`src/hdl/hsl2rgb_pkg.sv`:
```
// Shared definitions for the HSL/HSV to RGB converter.
// Holds the default fraction width and the hue sector codes; no dependencies.
`default_nettype none

package hsl2rgb_pkg;

  localparam int FRAC_BITS_DEF = 16;

  // Sixth of the hue circle, in order of increasing hue.
  typedef enum logic [2:0] {
    SEC_RED_YEL = 3'd0,
    SEC_YEL_GRN = 3'd1,
    SEC_GRN_CYN = 3'd2,
    SEC_CYN_BLU = 3'd3,
    SEC_BLU_MAG = 3'd4,
    SEC_MAG_RED = 3'd5
  } sector_t;

endpackage

`default_nettype wire

```
`src/hdl/hsl2rgb_mul_round.sv`:
```
// Unsigned fixed point multiply with round to nearest, half up: (a*b + 1/2) >> FRAC_BITS.
// Both operands and the result lie in 0..1.0. Uses hsl2rgb_pkg for the default width.
`default_nettype none

module hsl2rgb_mul_round #(
  parameter int FRAC_BITS = hsl2rgb_pkg::FRAC_BITS_DEF
) (
  input  wire logic [FRAC_BITS:0] a,
  input  wire logic [FRAC_BITS:0] b,
  output logic      [FRAC_BITS:0] p
);

  localparam int PROD_W = 2 * FRAC_BITS + 2;
  localparam logic [PROD_W-1:0] HALF = PROD_W'(1) << (FRAC_BITS - 1);

  logic [PROD_W-1:0] prod;
  logic [PROD_W-1:0] rounded;

  assign prod    = PROD_W'(a) * PROD_W'(b);
  assign rounded = prod + HALF;
  // Operands are at most 1.0, so the result fits in FRAC_BITS+1 bits.
  assign p       = rounded[2*FRAC_BITS:FRAC_BITS];

endmodule

`default_nettype wire

```
`src/hdl/hsl_hsv_to_rgb_unit.sv`:
```
// Top level of the HSL/HSV to RGB converter: four-stage pipeline with stream ports.
// Depends on hsl2rgb_pkg and hsl2rgb_mul_round.
`default_nettype none

// Converts one pixel per clock from HSL (in_tuser = 0) or HSV (in_tuser = 1) to RGB.
// Hue is a fraction of a full turn, saturation and lightness/value are signed fixed
// point clamped to 0..1.0, and red, green and blue come out as unsigned fixed point
// with FRAC_BITS fraction bits. Each transaction passes through the stage 1, 2, 3 and
// output registers in turn; a new transaction is taken every cycle while the output side
// keeps up. The pipeline advances as one: any stall at out_tready holds every stage, and
// in_tready follows the output register being free or being drained that cycle.
// The two rounding multiplies (chroma, then the secondary component) set the
// stage depth.
module hsl_hsv_to_rgb_unit #(
  parameter int FRAC_BITS = hsl2rgb_pkg::FRAC_BITS_DEF,
  localparam int IN_W       = 3 * FRAC_BITS + 4,
  localparam int IN_TDATA_W = ((IN_W + 7) / 8) * 8,
  localparam int OUT_W      = 3 * (FRAC_BITS + 1),
  localparam int OUT_TDATA_W = ((OUT_W + 7) / 8) * 8
) (
  input  wire logic                   clk,
  input  wire logic                   rst_n,

  input  wire logic                   in_tvalid,
  output logic                        in_tready,
  // hue_turn, saturation, level (lowest bit first), zero padded
  input  wire logic [IN_TDATA_W-1:0]  in_tdata,
  // action: 0 = HSL, 1 = HSV
  input  wire logic                   in_tuser,

  output logic                        out_tvalid,
  input  wire logic                   out_tready,
  // red, green, blue (lowest bit first), zero padded
  output logic [OUT_TDATA_W-1:0]      out_tdata
);

  localparam int VW   = FRAC_BITS + 1;   // unit-range value width
  localparam int SLW  = FRAC_BITS + 2;   // signed input width
  localparam int H6_W = FRAC_BITS + 3;
  localparam logic [VW-1:0] ONE = VW'(1) << FRAC_BITS;

  logic ce;

  // ---------------- stage 1: clamp, hue sector, chroma base ----------------
  logic [FRAC_BITS-1:0] hue;
  logic [SLW-1:0]       sat_raw, lev_raw;
  logic [H6_W-1:0]      h6;
  logic [FRAC_BITS-1:0] frac;
  logic [SLW-1:0]       two_l, one_w, lev_dist;

  logic                 v1_r;
  logic                 hsv1_r, hsv1_nxt;
  hsl2rgb_pkg::sector_t sec1_r, sec1_nxt;
  logic [VW-1:0]        tri1_r, tri1_nxt;
  logic [VW-1:0]        sat1_r, sat1_nxt;
  logic [VW-1:0]        lev1_r, lev1_nxt;
  logic [VW-1:0]        base1_r, base1_nxt;

  assign hue     = in_tdata[FRAC_BITS-1:0];
  assign sat_raw = in_tdata[FRAC_BITS+SLW-1:FRAC_BITS];
  assign lev_raw = in_tdata[FRAC_BITS+2*SLW-1:FRAC_BITS+SLW];
  assign one_w   = SLW'(ONE);

  always_comb begin
    hsv1_nxt = in_tuser;
    if (sat_raw[SLW-1]) begin
      sat1_nxt = '0;
    end else if (sat_raw > one_w) begin
      sat1_nxt = ONE;
    end else begin
      sat1_nxt = sat_raw[VW-1:0];
    end
    if (lev_raw[SLW-1]) begin
      lev1_nxt = '0;
    end else if (lev_raw > one_w) begin
      lev1_nxt = ONE;
    end else begin
      lev1_nxt = lev_raw[VW-1:0];
    end

    h6       = H6_W'({hue, 2'b00}) + H6_W'({hue, 1'b0});
    sec1_nxt = hsl2rgb_pkg::sector_t'(h6[H6_W-1:FRAC_BITS]);
    frac     = h6[FRAC_BITS-1:0];
    tri1_nxt = h6[FRAC_BITS] ? (ONE - VW'(frac)) : VW'(frac);

    two_l    = {lev1_nxt, 1'b0};
    lev_dist = (two_l >= one_w) ? (two_l - one_w) : (one_w - two_l);
    base1_nxt = in_tuser ? lev1_nxt : (ONE - lev_dist[VW-1:0]);
  end

  // ---------------- stage 2: chroma ----------------
  logic [VW-1:0]        c_prod;
  logic                 v2_r;
  logic                 hsv2_r;
  hsl2rgb_pkg::sector_t sec2_r;
  logic [VW-1:0]        tri2_r, lev2_r;
  logic [VW-1:0]        c2_r, c2_nxt;

  hsl2rgb_mul_round #(.FRAC_BITS(FRAC_BITS)) u_mul_chroma (
    .a(base1_r),
    .b(sat1_r),
    .p(c_prod)
  );
  assign c2_nxt = c_prod;

  // ---------------- stage 3: secondary component and offset ----------------
  logic [VW-1:0]        x_prod;
  logic                 v3_r;
  hsl2rgb_pkg::sector_t sec3_r;
  logic [VW-1:0]        c3_r;
  logic [VW-1:0]        x3_r, x3_nxt;
  logic [VW-1:0]        m3_r, m3_nxt;

  hsl2rgb_mul_round #(.FRAC_BITS(FRAC_BITS)) u_mul_second (
    .a(c2_r),
    .b(tri2_r),
    .p(x_prod)
  );

  always_comb begin
    x3_nxt = x_prod;
    // HSL keeps half the chroma below the lightness, HSV puts it all below the value
    m3_nxt = hsv2_r ? (lev2_r - c2_r) : (lev2_r - (c2_r >> 1));
  end

  // ---------------- stage 4: sector mix and offset ----------------
  logic [VW-1:0] r_pre, g_pre, b_pre;
  logic [VW:0]   r_sum, g_sum, b_sum;
  logic [VW-1:0] red_r, red_nxt;
  logic [VW-1:0] green_r, green_nxt;
  logic [VW-1:0] blue_r, blue_nxt;
  logic          out_valid_r;

  always_comb begin
    unique case (sec3_r)
      hsl2rgb_pkg::SEC_RED_YEL: begin r_pre = c3_r; g_pre = x3_r; b_pre = '0;   end
      hsl2rgb_pkg::SEC_YEL_GRN: begin r_pre = x3_r; g_pre = c3_r; b_pre = '0;   end
      hsl2rgb_pkg::SEC_GRN_CYN: begin r_pre = '0;   g_pre = c3_r; b_pre = x3_r; end
      hsl2rgb_pkg::SEC_CYN_BLU: begin r_pre = '0;   g_pre = x3_r; b_pre = c3_r; end
      hsl2rgb_pkg::SEC_BLU_MAG: begin r_pre = x3_r; g_pre = '0;   b_pre = c3_r; end
      default:                  begin r_pre = c3_r; g_pre = '0;   b_pre = x3_r; end
    endcase
    r_sum = (VW+1)'(r_pre) + (VW+1)'(m3_r);
    g_sum = (VW+1)'(g_pre) + (VW+1)'(m3_r);
    b_sum = (VW+1)'(b_pre) + (VW+1)'(m3_r);
    red_nxt   = (r_sum > (VW+1)'(ONE)) ? ONE : r_sum[VW-1:0];
    green_nxt = (g_sum > (VW+1)'(ONE)) ? ONE : g_sum[VW-1:0];
    blue_nxt  = (b_sum > (VW+1)'(ONE)) ? ONE : b_sum[VW-1:0];
  end

  // ---------------- pipeline control ----------------
  // whole pipe moves together; empty output register or a draining one frees it
  assign ce        = !out_valid_r || out_tready;
  assign in_tready = ce;

  always_ff @(posedge clk) begin
    if (!rst_n) begin
      v1_r        <= 1'b0;
      v2_r        <= 1'b0;
      v3_r        <= 1'b0;
      out_valid_r <= 1'b0;
    end else if (ce) begin
      v1_r        <= in_tvalid;
      v2_r        <= v1_r;
      v3_r        <= v2_r;
      out_valid_r <= v3_r;
    end
  end

  always_ff @(posedge clk) begin
    if (ce) begin
      hsv1_r  <= hsv1_nxt;
      sec1_r  <= sec1_nxt;
      tri1_r  <= tri1_nxt;
      sat1_r  <= sat1_nxt;
      lev1_r  <= lev1_nxt;
      base1_r <= base1_nxt;

      hsv2_r  <= hsv1_r;
      sec2_r  <= sec1_r;
      tri2_r  <= tri1_r;
      lev2_r  <= lev1_r;
      c2_r    <= c2_nxt;

      sec3_r  <= sec2_r;
      c3_r    <= c2_r;
      x3_r    <= x3_nxt;
      m3_r    <= m3_nxt;

      red_r   <= red_nxt;
      green_r <= green_nxt;
      blue_r  <= blue_nxt;
    end
  end

  assign out_tvalid = out_valid_r;
  assign out_tdata  = OUT_TDATA_W'({blue_r, green_r, red_r});

  // ---------------- checks ----------------
  a_second_below_chroma: assert property (@(posedge clk) disable iff (!rst_n)
    v3_r |-> (x3_r <= c3_r))
    else $error("secondary component exceeds chroma");

  a_peak_in_range: assert property (@(posedge clk) disable iff (!rst_n)
    v3_r |-> ((VW+1)'(m3_r) + (VW+1)'(c3_r) <= (VW+1)'(ONE)))
    else $error("offset plus chroma exceeds full scale");

  a_out_in_range: assert property (@(posedge clk) disable iff (!rst_n)
    out_valid_r |-> (red_r <= ONE && green_r <= ONE && blue_r <= ONE))
    else $error("output component above full scale");

  a_valid_advances: assert property (@(posedge clk) disable iff (!rst_n)
    (ce && v2_r) |=> v3_r)
    else $error("transaction dropped between stages");

endmodule

`default_nettype wire

```
`config.mk`:
```
export PLATFORM = sky130hd
export DESIGN_NAME = hsl_hsv_to_rgb_unit
export DESIGN_NICKNAME = d
export VERILOG_FILES = /design/src/hdl/hsl2rgb_pkg.sv /design/src/hdl/hsl2rgb_mul_round.sv /design/src/hdl/hsl_hsv_to_rgb_unit.sv
export SDC_FILE = /design/constraint.sdc
export NUM_CORES = 2
export LEC_CHECK = 0
export ABC_AREA = 1
export BUFFER_PORTS_ARGS = -buffer_cell sky130_fd_sc_hd__buf_2
export CELL_PAD_IN_SITES_DETAIL_PLACEMENT = 0
export CELL_PAD_IN_SITES_GLOBAL_PLACEMENT = 1
export CORE_MARGIN = 4
export CORE_UTILIZATION = 45
export DETAILED_ROUTE_END_ITERATION = 10
export PLACE_DENSITY_LB_ADDON = 0.15
export REMOVE_ABC_BUFFERS = 1
export SYNTH_ARGS = -nofsm -noshare
export SYNTH_HDL_FRONTEND = slang
export SYNTH_SLANG_ARGS = --single-unit
```
`constraint.sdc`:
```
create_clock -name clk -period 6.4 [get_ports clk]
set_input_delay 0.96 -clock clk [delete_from_list [all_inputs] [get_ports clk]]
set_output_delay 0.96 -clock clk [all_outputs]
set_load 0.005 [all_outputs]
```
==> results.toml <==
[status]
status = "finished clean"

[floorplanning]
chipHeight_um = 278.4
dieArea_mm2 = 0.07750
dieWidth_um = 278.4
num_rows = 98
core_mm2 = 0.07198
io_pins = 119
start_util_pct = 45.71

[timing]
hold_ws_ps = 411.6
hold_viol = 0
slew_headroom_pct = 20.74
finClkSkew_ps = 20.82
fin_crit_sh_pct = 94.75
drv_slew = 0
tightest_slew_ps = 1189
setup_viol = 0
rsz0062_at_grt = "no"
max_freq_mhz = 164.9
fin_crit_ps = 6064

[setup_path]
critPathRequiredTime_ps = 6730
worstPathArrival_ps = 6390
r2r_cells = 21
cp-start-kind = "flip-flop"
cp-end-kind = "flip-flop"
critPathKind = "flip-flop to flip-flop"
critPathMaxFanout = 12

[cts]
numClockSinks = 234
clockBufferDepth = 3
post_cts_buffers = 0
insertion_delay_ps = 590
hold_buffers = 0
cts_tree = "built"
cts_htree_levels = 1
cts_inserted_buffers = 29
cts_resized = 0
root_buffer = "clkbuf_16"
cts.clk_slew.worst_paths_ps = 70

[layout]
multi_input_area_mm2 = 0.02128
antenna_cells = 0
fillers = 7114
final_common_cell = "inv_1"
nets = 4849
seqCellArea_mm2 = 0.006987
synthToLayoutAreaGrowth_pct = 8.409
final_cell_mix = "inv_1, nand2_1, fa_1, ha_1, edfxtp_1"
drive_gt1_share_pct = 7.622

[job]
cap_violations = 0

[hold_path]
hold_class = "flip-flop to flip-flop"
holdPathStages = 0

[logic_synthesis]
synth_edf_count = 230
postSynthCellCount = 3971
async_reset_ff_share_pct = 0
synth_cell_types = 63
ys_dominant_reg_cell = "edfxtp_1"
ys_seq_elements = 234
yosysWarnings = 0
synth-seq-area-share_pct = 21.24
synth_area_mm2 = 0.03290
syn_area_per_cell_um2 = 8.285

[global_route]
grt_pass1_wl_um = 133800
grt_use_total_pct = 21.30
grt_pass1_vias = 25000
grt_overflow = 0
antenna_found_initial = 0
grt_max_degree = 177

[route]
first_pass_iters = 6
drt.antenna.violating_nets = 0
routed_wl_um = 81300
route.detailed.drc = 0
wl_per_cell_um = 16.20
vias = 24430
drt_iter0_markers = 1277
vias_per_cell = 4.869

[placed_design]
dp_hpwl_um = 67260
portBuffers = 109
gp_congestion = 0.8596
metrics by stage:
| stage | setup TNS, ps | utilization, % | cells | setup slack (ps) | instance area (um2) |
|---|---|---|---|---|---|
| floorplan | -106.5 | - | 3810 | -106.5 | 32240 |
| global placement | 0 | 48.27 | 4964 | 326.5 | 34740 |
| detailed placement | 0 | 48.27 | 4964 | 308.2 | 34740 |
| CTS | 0 | 49.55 | 5017 | 264.4 | 35670 |
| global route | 0 | 49.55 | 5017 | 15.11 | 35670 |
| finish | 0 | 49.55 | 5017 | 336.0 | 35670 |
synth_stat cells (7+ instances only):
cell / instances / share of area [%]
clkbuf_1: 145 / 1.7
xnor2_1: 50 / 1.3
o21a_1: 13 / 0.30
inv_1: 1048 / 12
o21ai_0: 83 / 1.3
o22ai_1: 53 / 1.0
a21o_1: 7 / 0.16
nand2_2: 10 / 0.19
o211ai_1: 7 / 0.16
xor2_1: 79 / 2.1
o21ai_1: 16 / 0.24
nand3b_1: 9 / 0.21
nand2_1: 878 / 10
o21bai_1: 12 / 0.27
nor2_1: 150 / 1.7
fa_1: 435 / 26
a31oi_1: 8 / 0.15
buf_2: 9 / 0.14
edfxtp_1: 230 / 21
nand4_1: 27 / 0.51
nor4_1: 7 / 0.13
nor2_2: 9 / 0.17
ha_1: 308 / 12
nand3_1: 70 / 1.1
inv_2: 7 / 0.080
a21oi_1: 179 / 2.7
nor3_1: 24 / 0.37
buf_4: 7 / 0.16
cells by family (layout without fill, tap and decap cells):
kind of cell | after synthesis | after routing | synth area share [%]
muxes | 6 | 6 | 0.1826
AOI/OAI and AO/OA | 426 | 426 | 7.568
buffers and inverters | 1222 | 1314 | 14.12
adders and majority gates | 743 | 743 | 38.18
xor gates and xnor gates | 129 | 129 | 3.434
other | 1 | 5 | 0.01140
DFF | 234 | 234 | 21.24
and+or+nand+nor | 1210 | 1210 | 15.26
worst max-delay path, stage by stage, from the launching register on:
cell      delay, ps
edfxtp_1        530
buf_4           260
nand2_1          70
inv_1            60
fa_1            530
inv_1            50
fa_1            480
fa_1            540
inv_1            60
fa_1            490
fa_1            490
inv_1            50
fa_1            470
inv_1            40
ha_1            330
a21oi_1         290
o21a_1          180
o221ai_1        110
a31oi_1         340
o21bai_1        150
buf_4           150
xor2_1          130
per-layer routing:
layer	share of wire, %	track usage [%]	vias up	routed length (um)
met3	3.8	2.030	94	3067
li1	-	-	12190	-
met5	0	0	-	0
met1	46	29.66	11730	37620
met4	2.4	4.705	0	1912
met2	48	36.32	417	38690
sequential cells by signal, indices dropped and copies added, names as in the netlist:
register and flops:
base1_r 17, blue_r 17, c2_r 17, c3_r 17, green_r 17, hsv1_r 1
hsv2_r 1, lev1_r 17, lev2_r 17, m3_r 17, out_tvalid 1, red_r 17
sat1_r 17, sec1_r 3, sec2_r 3, sec3_r 3, tri1_r 16, tri2_r 16
v1_r 1, v2_r 1, v3_r 1, x3_r 17
worst paths after layout:
| kind | from | to | slack [ps] |
|---|---|---|---|
| max | base1_r[11] | c2_r[11] | 340 |
| min | tri1_r[7] | tri2_r[7] | 410 |
| max reg2reg | base1_r[11] | c2_r[11] | 340 |
| min reg2reg | tri1_r[7] | tri2_r[7] | 410 |
area by class of cell:
type / count / area share [%]
clock buffer: 34 / 2.087
tap: 950 / 3.333
multi-input combinational: 2519 / 59.67
sequential: 234 / 19.59
inverter: 1057 / 11.15
timing repair buffer: 204 / 3.670
clock inverter: 19 / 0.4982
Power is not shown: default switching activity piles up to over one toggle a cycle in this logic, so the estimate is an artifact.
